File: src/rtl/bspl_pkg.sv
// Shared types and constants for the BSP point leaf locator.
// No dependencies; imported by every module of the block.
`timescale 1ns / 1ps

package bspl_pkg;

  // Fixed field widths
  localparam int WORD_W   = 32;
  localparam int LINK_W   = 16;
  localparam int LEAF_W   = 15;
  localparam int INDEX_W  = 12;
  localparam int COUNT_W  = 13;
  localparam int LEAF_BIT = 15;
  localparam int HALF_W   = 16;
  localparam int PROD_W   = WORD_W + HALF_W;

  // Sign bit of a 16.16 word
  localparam logic [WORD_W-1:0] SIGN_MASK = 32'h8000_0000;

  // Action codes
  localparam logic ACT_WRITE = 1'b0;
  localparam logic ACT_QUERY = 1'b1;

  // Command queue geometry
  localparam int Q_DEPTH = 4;
  localparam int Q_AW    = 2;

  // One node entry as stored in the table
  typedef struct packed {
    logic [WORD_W-1:0] origin_x;
    logic [WORD_W-1:0] origin_y;
    logic [WORD_W-1:0] dir_x;
    logic [WORD_W-1:0] dir_y;
    logic [WORD_W-1:0] links;   // back child high half, front child low half
  } node_t;

  // Classified command passed from the front to the back.
  // A query carries its point in node.origin_x / node.origin_y.
  typedef struct packed {
    logic               is_query;
    logic               wr_ok;      // write index inside the table
    logic               empty;      // query against an empty table
    logic [INDEX_W-1:0] index;
    logic [LINK_W-1:0]  count;      // effective node count
    node_t              node;
  } cmd_t;

endpackage

File: src/rtl/bspl_front.sv
// Front end: accepts input transactions and classifies them into commands.
// Depends on bspl_pkg; feeds bspl_queue.
`timescale 1ns / 1ps

module bspl_front #(
  parameter int MAX_NODES = 4096
) (
  input  logic                          in_valid,
  output logic                          in_stall,
  input  logic                          action,
  input  logic [bspl_pkg::INDEX_W-1:0]  node_index,
  input  logic signed [31:0]            part_x,
  input  logic signed [31:0]            part_y,
  input  logic signed [31:0]            part_dx,
  input  logic signed [31:0]            part_dy,
  input  logic [15:0]                   front_child,
  input  logic [15:0]                   back_child,
  input  logic signed [31:0]            point_x,
  input  logic signed [31:0]            point_y,
  input  logic [bspl_pkg::COUNT_W-1:0]  node_count,
  input  logic                          q_full,
  output logic                          q_push,
  output bspl_pkg::cmd_t                q_wdata
);
  import bspl_pkg::*;

  logic [LINK_W-1:0] count_ext;
  logic [LINK_W-1:0] eff_count;

  // Clamp the node count to the table size
  assign count_ext = {{(LINK_W-COUNT_W){1'b0}}, node_count};
  assign eff_count = (32'(count_ext) > 32'(MAX_NODES)) ? LINK_W'(MAX_NODES) : count_ext;

  // Hold the source while the queue is full
  assign in_stall = q_full;
  assign q_push   = in_valid && !q_full;

  // Build the command; a query reuses the origin slots for its point
  always_comb begin
    q_wdata          = '0;
    q_wdata.is_query = (action == ACT_QUERY);
    q_wdata.wr_ok    = (32'(node_index) < 32'(MAX_NODES));
    q_wdata.empty    = (eff_count == '0);
    q_wdata.index    = node_index;
    q_wdata.count    = eff_count;
    if (action == ACT_QUERY) begin
      q_wdata.node.origin_x = point_x;
      q_wdata.node.origin_y = point_y;
    end else begin
      q_wdata.node.origin_x = part_x;
      q_wdata.node.origin_y = part_y;
      q_wdata.node.dir_x    = part_dx;
      q_wdata.node.dir_y    = part_dy;
      q_wdata.node.links    = {back_child, front_child};
    end
  end

endmodule

File: config.mk
export PLATFORM = sky130hd
export DESIGN_NAME = bspl_front
export DESIGN_NICKNAME = d
export VERILOG_FILES = /design/src/rtl/bspl_pkg.sv /design/src/rtl/bspl_front.sv
export SDC_FILE = /design/constraint.sdc
export NUM_CORES = 1
export LEC_CHECK = 0
export BUFFER_PORTS_ARGS = -buffer_cell sky130_fd_sc_hd__buf_2
export CORE_AREA = 10 10 165 167
export DETAILED_ROUTE_END_ITERATION = 10
export DIE_AREA = 0 0 175 177
export PLACE_DENSITY_LB_ADDON = 0.05
export SYNTH_ARGS = -nofsm -noshare
export SYNTH_HDL_FRONTEND = slang
export SYNTH_SLANG_ARGS = --single-unit
File: constraint.sdc
create_clock -name vclk -period 1.3
set_input_delay 0.325 -clock vclk [all_inputs]
set_output_delay 0.325 -clock vclk [all_outputs]
set_load 0.05 [all_outputs]
==> metrics.yaml <==
core.rowCount: 57
setup_violation_total_in_the_final_timing_report: 142
critPathRequiredTime_ns: 0.98
layout_cells_sized_above_1: 0.967
layout.filler_cells: 2528
nNetsFinal: 882
yosysSeqAreaShare: 0
initial_cell_density_of_the_core: 0.0718
initialDrtViolationCount: 32
failing_checks: "negative setup slack"
number_of_global_route_vias_before_repair: 3788
final.period_utilization: 1.12
layout_setup_ws_ns: -0.151
multi_input_comb_area_um2: 2230
register_area_um2: 0
critical_path.slowest_cell: "sky130_fd_sc_hd__buf_6"
maxSlewViolCount: 0
synth.top_cell.area_share: 0.396
startpoint: "action"
vias: 3222
dp.final_hpwl_um: 14700
synth_top_area_cell: "sky130_fd_sc_hd__nor2b_1"
n_sequential_cell: 0
syn_inst: 218
gr-usage-met1: 0.0884
timing.critical_path.depth: 5
die_width_um: 175
worstPathMaxFanout: 27
yosys-top-cells-area: "sky130_fd_sc_hd__nor2b_1 (40%), sky130_fd_sc_hd__mux2_2 (39%), sky130_fd_sc_hd__buf_4 (10%), sky130_fd_sc_hd__mux2_4 (3.5%), sky130_fd_sc_hd__buf_2 (2.6%)"
finalHoldViolCount: 0
period_minus_slack_ns: 1.45
grt_max_degree: 28
synth_common_cells: "sky130_fd_sc_hd__nor2b_1 (109), sky130_fd_sc_hd__mux2_2 (60), sky130_fd_sc_hd__buf_4 (24)"
top_level_pins: 445
ant_nets: 0
dominant_combinational_cell_family_by_area_after_synthesis: "multiplexers"
yosysUniqueCellTypes: 12
critical_path.top_delay_family: "buffers and inverters"
fp.dieH_um: 177
post_place_worst_slack_ns: -0.329
power_density_nw_per_um2: 525
compound_gate_fraction_of_synth_area: 0
max_stage_delay_ns: 0.18
critical-path-top-cell-by-count: "sky130_fd_sc_hd__buf_12"
antenna_violations_before_repair: 1
synthSimpleGateAreaFrac: 0.414
critical_path_arrival_ns: 1.13
design.die.area_um2: 31000
synth_warnings: 0
insertedDiodeCount: 0
route.detailed.wl_per_inst_um: 18.3
detail_route.first_pass.iterations: 2
buffer_ports.inserted: 417
clock.fmax_mhz: 689
yosys.area_share.xor_xnor: 0
startpoint_type: "input pin"
critical_path.cell_chain: "buf_16 > buf_12 > buf_12 > nor2b_1 > buf_6"
post_drt_via_cell_ratio: 3.38
use_met3: 0.0467
nClkBuffers: 0
worstHoldPathType: "input pin to output pin"
route.final.wire_length_um: 17400
rsz_0062_raised_after_global_routing: "yes"
area.growth.synth_to_final_pct: 277
leakagePower_nw: 3.44
max-cap-violations: 0
timing.setup.critical_path_class: "input pin to output pin"
placeableCoreArea_um2: 24000
hold_buffers: 0
post_synth.cell_area_avg_um2: 7.90
crit_end: "q_wdata[78]"
netlist_area_um2: 1720
globalRoute.busiestLayer: "met2"
timing.critical_path.to_type: "output pin"
first_pass_grt_wire_length_um: 24500
mux_cell_area_share_after_synthesis: 0.427
outcome: "finished with violations"
yosys.area_share.adder: 0
global_route.usage.met2: 0.210
power.ir.vdd_worst_mv: 0.184
drc: 0
total_global_routing_track_utilization: 0.101
grt.overflow.total: 0
synthMostInstantiatedCell: "sky130_fd_sc_hd__nor2b_1"
worstPathBufferInverterCount: 4
place.gp.congestion: 0.779
fin_hold_ws_ns: 0.650
logic make-up (layout without fill, tap and decap cells):
| logic type | after synthesis | count (layout) |
|---|---|---|
| other | 2 | 4 |
| AND/OR/NAND/NOR | 114 | 114 |
| buffers and inverters | 38 | 446 |
| multiplexers | 64 | 64 |
worst min-delay path by stage:
stage	from	end	slack, ns	depth (start not counted)
floorplan	q_full	q_push	0.75	1
global placement	node_index[0]	q_wdata[176]	0.65	0
detailed placement	node_index[0]	q_wdata[176]	0.65	0
CTS	node_index[0]	q_wdata[176]	0.65	0
global route	node_index[4]	q_wdata[180]	0.65	0
finish	node_index[8]	q_wdata[184]	0.65	0
stage by stage:
step | TNS (ns) | cell area (um2) | instances | utilization | power [W]
global route | -19.48 | 6480 | 952 | 0.271 | 0.00356
finish | -14.99 | 6480 | 952 | 0.271 | 0.00341
detailed placement | -32.59 | 4680 | 942 | 0.195 | 0.00268
global placement | -31.46 | 4680 | 942 | 0.195 | 0.00269
CTS | -15.87 | 6110 | 950 | 0.255 | 0.00331
floorplan | -40.48 | 2150 | 220 | - | 0.00196
layout make-up:
type / count / share of cell area
Tap cell: 324 / 0.0625
Multi-Input combinational cell: 182 / 0.343
Timing Repair Buffer: 446 / 0.594
report_power, final:
group | total, W | switching (W) | internal [W]
clock | 0 | 0 | 0
sequential | 0 | 0 | 0
combinational | 0.00341 | 0.00189 | 0.00152
cell usage in the layout (no fill, tap or decap):
| master | count |
|---|---|
| sky130_fd_sc_hd__nor4_4 | 2 |
| sky130_fd_sc_hd__nor2b_2 | 40 |
| sky130_fd_sc_hd__buf_8 | 25 |
| sky130_fd_sc_hd__buf_4 | 20 |
| sky130_fd_sc_hd__clkbuf_4 | 4 |
| sky130_fd_sc_hd__nor3_1 | 1 |
| sky130_fd_sc_hd__buf_6 | 132 |
| sky130_fd_sc_hd__bufbuf_16 | 3 |
| sky130_fd_sc_hd__conb_1 | 4 |
| sky130_fd_sc_hd__buf_2 | 239 |
| sky130_fd_sc_hd__buf_12 | 15 |
| sky130_fd_sc_hd__nor2_1 | 1 |
| sky130_fd_sc_hd__nor2b_4 | 54 |
| sky130_fd_sc_hd__clkbuf_16 | 2 |
| sky130_fd_sc_hd__and4_4 | 1 |
| sky130_fd_sc_hd__buf_16 | 6 |
| sky130_fd_sc_hd__nor2b_1 | 15 |
| sky130_fd_sc_hd__mux2_4 | 64 |
layer usage:
layer / vias up / wire, um
li1: 1511 / -
met1: 1458 / 5390
met2: 243 / 9960
met3: 8 / 1970
met4: 2 / 94
met5: - / 7
what timing repair did:
item	in CTS	in global routing
hold endpoints to repair	0	0
cloned	7	2
pin swaps	3	3
buffers inserted	1	0
setup endpoints to repair	169	160
gates resized for setup	382	90
(Power assumes the default switching activity.)
