==> config.mk <==
export PLATFORM = sky130hd
export DESIGN_NAME = bspl_queue
export DESIGN_NICKNAME = d
export VERILOG_FILES = /design/src/rtl/bspl_pkg.sv /design/src/rtl/bspl_queue.sv
export SDC_FILE = /design/constraint.sdc
export NUM_CORES = 1
export LEC_CHECK = 0
export BUFFER_PORTS_ARGS = -buffer_cell sky130_fd_sc_hd__clkbuf_2
export CAP_MARGIN = 20
export CORE_ASPECT_RATIO = 1.2
export CORE_UTILIZATION = 61
export DETAILED_ROUTE_END_ITERATION = 16
export PLACE_DENSITY_LB_ADDON = 0.3
export SYNTH_ARGS = -nofsm -noshare
export SYNTH_HDL_FRONTEND = slang
export SYNTH_SLANG_ARGS = --single-unit
==> constraint.sdc <==
create_clock -name clk -period 8.3 [get_ports clk]
set_clock_uncertainty 0.2 [all_clocks]
set_input_delay 0.415 -clock clk [delete_from_list [all_inputs] [get_ports clk]]
set_output_delay 0.415 -clock clk [all_outputs]
set_load 0.03 [all_outputs]
==> src/rtl/bspl_pkg.sv <==
// Shared types and constants for the BSP point leaf locator.
// No dependencies; imported by every module of the block.
`timescale 1ns / 1ps

package bspl_pkg;

  // Fixed field widths
  localparam int WORD_W   = 32;
  localparam int LINK_W   = 16;
  localparam int LEAF_W   = 15;
  localparam int INDEX_W  = 12;
  localparam int COUNT_W  = 13;
  localparam int LEAF_BIT = 15;
  localparam int HALF_W   = 16;
  localparam int PROD_W   = WORD_W + HALF_W;

  // Sign bit of a 16.16 word
  localparam logic [WORD_W-1:0] SIGN_MASK = 32'h8000_0000;

  // Action codes
  localparam logic ACT_WRITE = 1'b0;
  localparam logic ACT_QUERY = 1'b1;

  // Command queue geometry
  localparam int Q_DEPTH = 4;
  localparam int Q_AW    = 2;

  // One node entry as stored in the table
  typedef struct packed {
    logic [WORD_W-1:0] origin_x;
    logic [WORD_W-1:0] origin_y;
    logic [WORD_W-1:0] dir_x;
    logic [WORD_W-1:0] dir_y;
    logic [WORD_W-1:0] links;   // back child high half, front child low half
  } node_t;

  // Classified command passed from the front to the back.
  // A query carries its point in node.origin_x / node.origin_y.
  typedef struct packed {
    logic               is_query;
    logic               wr_ok;      // write index inside the table
    logic               empty;      // query against an empty table
    logic [INDEX_W-1:0] index;
    logic [LINK_W-1:0]  count;      // effective node count
    node_t              node;
  } cmd_t;

endpackage

==> src/rtl/bspl_queue.sv <==
// Short command queue between the front end and the walker.
// Depends on bspl_pkg for the command type and depth.
`timescale 1ns / 1ps

module bspl_queue (
  input  logic           clk,
  input  logic           rst,
  input  logic           push,
  input  bspl_pkg::cmd_t wdata,
  input  logic           pop,
  output bspl_pkg::cmd_t rdata,
  output logic           full,
  output logic           empty
);
  import bspl_pkg::*;

  cmd_t            slots [Q_DEPTH];
  logic [Q_AW-1:0] wr_ptr;
  logic [Q_AW-1:0] rd_ptr;
  logic [Q_AW:0]   fill;

  assign full  = (fill == (Q_AW+1)'(Q_DEPTH));
  assign empty = (fill == '0);
  assign rdata = slots[rd_ptr];

  // Store the incoming command
  always_ff @(posedge clk) begin
    if (push) begin
      slots[wr_ptr] <= wdata;
    end
  end

  // Advance pointers and fill level
  always_ff @(posedge clk) begin
    if (rst) begin
      wr_ptr <= '0;
      rd_ptr <= '0;
      fill   <= '0;
    end else begin
      if (push) begin
        wr_ptr <= wr_ptr + 1'b1;
      end
      if (pop) begin
        rd_ptr <= rd_ptr + 1'b1;
      end
      unique case ({push, pop})
        2'b10:   fill <= fill + 1'b1;
        2'b01:   fill <= fill - 1'b1;
        default: fill <= fill;
      endcase
    end
  end

endmodule

==> parameters.txt, run 1 <==
Parameter                              Value

Status
  Result of the run    complete, no violations

Cells and area
  Fraction of final layout cells with drive strength greater than 1    0.397
  Number of nets at the end of the flow    ~1900
  Final instance area    ~0.035 mm^2
  Final core utilization    0.768
  Area growth from synthesis to layout    23.7%
  Leading cell type in the layout, fill and taps excluded    sky130_fd_sc_hd__edfxtp_1
  Leading cell types in the layout, fill and taps excluded    sky130_fd_sc_hd__edfxtp_1 (764), sky130_fd_sc_hd__clkbuf_2 (387), sky130_fd_sc_hd__dlygate4sd3_1 (195), sky130_fd_sc_hd__mux4_2 (191), sky130_fd_sc_hd__clkbuf_16 (75)

Worst setup path
  Kind of critical path    reg2out
  R2R setup slack    5430 ps
  CP max FO    between 70 and 80
  Data arrival at the endpoint of the critical path    about 3200 ps
  Worst Setup End Kind    output pin
  Element type at the critical path start    register
  Required time of the worst setup path    between 7000 and 8000 ps

Yosys
  Syn nets    ~1200
  Portion of the post-synthesis area used by sequential elements    0.825
  Flip-flop and latch count after synthesis    773
  Netlist area before placement    approximately 0.028 mm^2
  Average footprint of a synthesized cell    26.8 um^2
  Synthesis warning total    0
  Gate count of the mapped netlist    1044
  Library cells used by synthesis    21

Detailed routing
  Total number of vias    between 10000 and 15000
  Detailed Route Iter0 Violations    between 800 and 900
  Final Routed Wirelength    slightly above 60 mm
  Mean number of vias per cell    about 6
  WL per Instance    about 26 um
  Residual DRC count    0
  Final ANT Viol Nets    0
  Initial DRT Pass Iterations    5

CTS
  Clock Latency Late Sink    600 ps
  H-tree levels    3
  CTS-repair resized insts    0
  Maximum buffer depth of the clock tree    3
  TritonCTS Buffers    approximately 70
  Clock Sinks    around 770
  CTS Root Buffer Type    sky130_fd_sc_hd__clkbuf_16
  CTS tree    built
  Buffers inserted during post-CTS setup optimization    0
  Clock transition at path regs    about 60 ps

Placement
  Port bufs    just under 400
  DP HPWL    30.4 mm
  Cell area after placement    0.0305 mm^2
  GPL Wtd Cong    0.710

GRT
  Final global-route overflow total    0
  GRT Total Usage    0.270
  Antenna violations before repair    7
  Via count of the first global-routing pass    roughly 15000
  Pin count of the biggest net entering global routing    approximately 160
  Wire length of the first global-routing pass    90.5 mm

Die
  Placeable core region    0.0451 mm^2
  Die extent in y    237 um
  Die ar.    ~0.047 mm^2
  Starting density of the core    0.621
  Ports    approximately 390
  Cell Rows    85
  Die Span X    between 150 and 200 um

Min path
  Path category of the worst min-delay check    reg2reg

Power
  Power Dens Cells    between 200 and 300 mW/mm^2
  Relative contribution of sequential cells to total power    0.521
  Switch share    0.241
  Clock share of power    0.353
  Peak ir drop on the vdd network    between 200 and 250 uV
  Total leakage power    approximately 12 nW
  Internal power summed over all cells    around 0.0067 W
  Portion of total power attributed to combinational logic    0.127
  P_sw    around 0.0021 W

Timing
  Setup-violating endpoint count in the final report    0
  Minimum period implied by the final worst setup slack    between 3000 and 4000 ps
  Crit share post-route    0.458
  Max Clock Freq    around 0.26 GHz
  Headroom to the max-slew limit    0.251
  Number of hold violations in the final report    0
  Number of max-slew violations in the final report    0
  Worst-Margin Slew    1120 ps
  Unrepaired setup endpoints after global routing    no
  Setup_tns    0 ps

Job
  Max-capacitance violation count    0
==> worst max-delay path, cell delays in order (launching register included) <==
cell and delay, ps:
sky130_fd_sc_hd__dfxtp_4 850, sky130_fd_sc_hd__buf_4 940, sky130_fd_sc_hd__mux4_2 470, sky130_fd_sc_hd__clkbuf_2 220
==> logic make-up after synthesis <==
family                     count (synthesis)  synth area share
and+or+nand+nor                           16           0.00272
AOI/OAI and AO/OA                          3          0.000536
buffers and inverters                     49            0.0130
adders and majority gates                  6           0.00295
muxes                                    192             0.154
DFF                                      773             0.825
xor gates and xnor gates                   5           0.00156
==> power groups by stage <==
stage / clock network [W] / logic [W] / registers (W)
after CTS: 0.00311 / 0.00111 / 0.00455
after global routing: 0.00328 / 0.00116 / 0.00457
final: 0.00309 / 0.00111 / 0.00456
after floorplan: 0 / 0.000718 / 0.00463
after detailed placement: 0 / 0.00102 / 0.00463
after global placement: 0 / 0.00101 / 0.00462
==> per-layer routing <==
layer | vias to the layer above | track usage | routed length (um) | part of all wire
met3 | 110 | 0.0591 | 4350 | 0.071
met4 | 4 | 0.105 | 1900 | 0.031
li1 | 5783 | - | - | -
met2 | 576 | 0.482 | 33900 | 0.55
met5 | - | 0 | 18 | 0.00029
met1 | 7180 | 0.320 | 21400 | 0.35
==> path summary, 6_finish.rpt <==
check | cells after the start | to | start
worst max-delay path | 3 | rdata[81] | register
worst min-delay path | 2 | fill[2] | fill[2]
worst max register to register | 3 | slots[3][154] | wr_ptr[0]
worst min register to register | 2 | fill[2] | fill[2]
==> flip-flops by register name (all words and copies together) (netlist names), named ones only <==
register	count
fill	3
rd_ptr	2
slots	764
wr_ptr	2
==> per-stage QoR <==
stage	instances	setup slack, ps	power (W)	hold slack (ps)
after global placement	2006	5070	0.00562	284
after floorplan	1044	2640	0.00535	267
final	2331	4500	0.00876	342
after CTS	2326	4430	0.00877	337
after global routing	2331	4290	0.00901	364
after detailed placement	2006	5080	0.00565	319
==> synth_stat cells, drive strengths merged <==
cell type | n | area share
edfxtp | 764 | 0.82
mux4 | 191 | 0.15
buf | 36 | 0.011
dfxtp | 9 | 0.0064
nor2 | 8 | 0.0011
clkbuf | 7 | 0.00094
inv | 6 | 0.00080
ha | 5 | 0.0022
and2 | 4 | 0.00089
xor2 | 3 | 0.00094
a21oi | 2 | 0.00036
xnor2 | 2 | 0.00063
and3 | 1 | 0.00022
fa | 1 | 0.00071
mux2i | 1 | 0.00036
nand2 | 1 | 0.00013
nor3 | 1 | 0.00018
o21ai | 1 | 0.00018
or3 | 1 | 0.00022
==> repair_timing <==
item                                    in CTS  in global routing
endpoints found under the setup margin       0                  0
hold buffers                               195                  0
hold endpoints to repair                   773                  0
==> final cells by class <==
type / count / area, um^2
Tap cell: 609 / 762
Inverter: 6 / 22.5
Multi-Input combinational cell: 222 / 4540
Timing Repair Buffer: 591 / 4020
Clock buffer: 98 / 1960
Fill cell: 2321 / 10400
Antenna cell: 5 / 12.5
Sequential cell: 773 / 23100
Clock inverter: 27 / 204
Power figures use the tool's default switching activity.
==> inputs of run 2 (changes only) <==
Settings changed: ABC_AREA set to 1, CORE_UTILIZATION 61 to 52.
Clock period 8.3 ns to 3.4 ns, I/O delays scaled along.
==> run 2 against run 1 <==
Against the previous run:
- non-clock buffer count increased by 29
- worst setup slack worse by 4200 ps
- via count rose by 36%
- synthesized cell count grew 82%
- global-route usage down 2.8 points
- total power rose by 150%
- first-iteration DRC count is 85% higher
- largest cell class unchanged
==> parameters.txt, run 2 <==
Parameter                              Value

Yosys
  Portion of the post-synthesis area used by sequential elements    0.809
  Share of synthesized flip-flops with an asynchronous set or reset    0
  Cell type contributing the most total cell area after synthesis    sky130_fd_sc_hd__edfxtp_1
  Library cell with the highest instance count after synthesis    sky130_fd_sc_hd__edfxtp_1
  Flip-flop and latch count after synthesis    773
  Synth top area share    0.803
  Synthesis warning total    0
  Gate count of the mapped netlist    ~1900
  Netlist area before placement    0.0286 mm^2
  Average footprint of a synthesized cell    about 15 um^2
  Number of synthesized flops with an enable pin    764
  Leading cell types by total area after synthesis    sky130_fd_sc_hd__edfxtp_1 (80%), sky130_fd_sc_hd__o21ai_0 (6.7%), sky130_fd_sc_hd__nor2_1 (5.1%)
  Top flip-flop cell by instance count after synthesis    sky130_fd_sc_hd__edfxtp_1
  Syn nets    roughly 2100
  Most frequent cells after synthesis    sky130_fd_sc_hd__edfxtp_1 (764), sky130_fd_sc_hd__nor2_1 (385), sky130_fd_sc_hd__o21ai_0 (384)
  Library cells used by synthesis    20

Status
  Result of the run    complete, no violations

Power
  Total leakage power    about 13 nW
  Peak ir drop on the vdd network    roughly 490 uV
  Total power consumption of the routed design    0.0217 W
  Power Dens Cells    roughly 610 mW/mm^2

Detailed routing
  Final Routed Wirelength    roughly 70 mm
  Residual DRC count    0
  Mean number of vias per cell    roughly 5.7
  Met2 routed WL    35.7 mm
  Detailed Route Iter0 Violations    ~1500
  Initial DRT Pass Iterations    7
  Highest metal layer with signal wires    met5
  Final ANT Viol Nets    0
  M1 wire length    between 20 and 30 mm
  Total met3 wirelength after detailed routing    between 4 and 5 mm
  WL per Instance    roughly 21 um
  Total number of vias    18500

Cells and area
  Max FFs per register    764
  Largest regs    slots x764, fill x3
  Leading cell type in the layout, fill and taps excluded    sky130_fd_sc_hd__edfxtp_1
  Leading cell types in the layout, fill and taps excluded    sky130_fd_sc_hd__edfxtp_1 (764), sky130_fd_sc_hd__clkbuf_2 (387), sky130_fd_sc_hd__nor2_1 (385), sky130_fd_sc_hd__o21ai_0 (384), sky130_fd_sc_hd__dlygate4sd3_1 (195)
  Final core utilization    0.661
  Fraction of final layout cells with drive strength greater than 1    0.217
  Register containing the most flip-flops in the final layout    slots
  Number of nets at the end of the flow    about 2700
  Area growth from synthesis to layout    24.9%

GRT
  Pin count of the biggest net entering global routing    110
  GRT Total Usage    0.242
  Via count of the first global-routing pass    ~19000
  Wire length of the first global-routing pass    103 mm
  Final global-route overflow total    0
  Antenna violations before repair    7

Timing
  Number of max-slew violations in the final report    0
  Minimum period implied by the final worst setup slack    3130 ps
  Headroom to the max-slew limit    0.450
  Worst-Margin Slew    just over 800 ps
  Max Clock Freq    between 0.3 and 0.4 GHz
  Worst hold-check slack    125 ps
  Crit share post-route    0.922
  Setup slack after layout    around 270 ps
  Setup_tns    0 ps
  Setup-violating endpoint count in the final report    0
  Number of hold violations in the final report    0
  Unrepaired setup endpoints after global routing    no

Min path
  Path category of the worst min-delay check    in2reg
  Hold Path Origin    wdata[157]

Worst setup path
  Cells along the critical path    inv_4, buf_4, o21ai_0, o22ai_1, clkbuf_2
  Start of the worst register-to-register path    wr_ptr[1]
  Element type at the critical path start    register
  Data arrival at the endpoint of the critical path    around 2800 ps
  Kind of critical path    reg2out
  CP peak stage delay    approximately 580 ps
  Worst Setup End Kind    output pin
  CP max FO    62
  Critical path's top delay family    buffers and inverters
  Buf/Inv on CP    3
  Slowest stage cell, crit path    sky130_fd_sc_hd__buf_4
  Required time of the worst setup path    approximately 3000 ps

Placement
  Port bufs    just under 400
  Dpl ws    between 800 and 900 ps
  GPL Wtd Cong    approximately 0.80
  DP HPWL    38.2 mm

CTS
  CTS tree    built
  Clock transition at path regs    roughly 60 ps
  CTS Root Buffer Type    sky130_fd_sc_hd__clkbuf_16
  H-tree levels    3
  Maximum buffer depth of the clock tree    3
  CTS-repair resized insts    0
  TritonCTS Buffers    73
  Clock Latency Late Sink    590 ps
  Clock Sinks    773

Die
  Cell Rows    93
  Ports    slightly below 400
  Die Span X    between 200 and 250 um
  Die ar.    0.0559 mm^2
  Die extent in y    approximately 260 um
  Starting density of the core    0.529
  Placeable core region    around 0.054 mm^2

Job
  Max-capacitance violation count    0
-- run 2: final timing paths --
| kind | end | slack (ps) | cells after the start |
|---|---|---|---|
| worst max-delay path | rdata[43] | 270 | 5 |
| worst min-delay path | slots[0][157] | 120 | 2 |
| worst max register to register | slots[1][109] | 1190 | 5 |
| worst min register to register | register | 260 | 1 |
-- run 2: timing repair --
item / in CTS / in global routing
setup endpoints to repair: 0 / 0
buffers inserted: 0 / 0
hold buffers: 195 / 0
endpoints found under the hold margin: 773 / 0
-- run 2: logic make-up after synthesis --
logic type / Yosys count / share of synthesized area
fa+ha+maj: 6 / 0.00289
buf+inv: 144 / 0.0249
flops: 773 / 0.809
simple gates: 398 / 0.0525
compound gates: 584 / 0.111
-- run 2: stage by stage --
stage / area, um^2 / cells
final: 35700 / 3251
after global routing: 35700 / 3249
after CTS: 35700 / 3243
after detailed placement: 31300 / 2916
after global placement: 31300 / 2916
after floorplan: 28600 / 1905
-- run 2: metal layers --
layer  global-route usage  up-vias
met3               0.0506      143
li1                     -     8381
met4               0.0894        2
met1                0.294     9247
met2                0.426      738
met5                    0        -
-- run 2: final cells by class --
| type | instances | area (um^2) |
|---|---|---|
| Sequential cell | 773 | 23100 |
| Fill cell | 3727 | 18300 |
| Multi-Input combinational cell | 988 | 4760 |
| Timing Repair Buffer | 620 | 4390 |
| Clock buffer | 86 | 1920 |
| Tap cell | 712 | 891 |
| Clock inverter | 46 | 485 |
| Inverter | 18 | 92.6 |
| Antenna cell | 8 | 20.0 |
-- run 2: where the power goes --
| group | switching, W | total (W) | internal (W) |
|---|---|---|---|
| logic | 0.00185 | 0.00260 | 0.000747 |
| clock network | 0.00339 | 0.00813 | 0.00474 |
| registers | 0.000109 | 0.0110 | 0.0109 |
| total | 0.00535 | 0.0217 | 0.0164 |
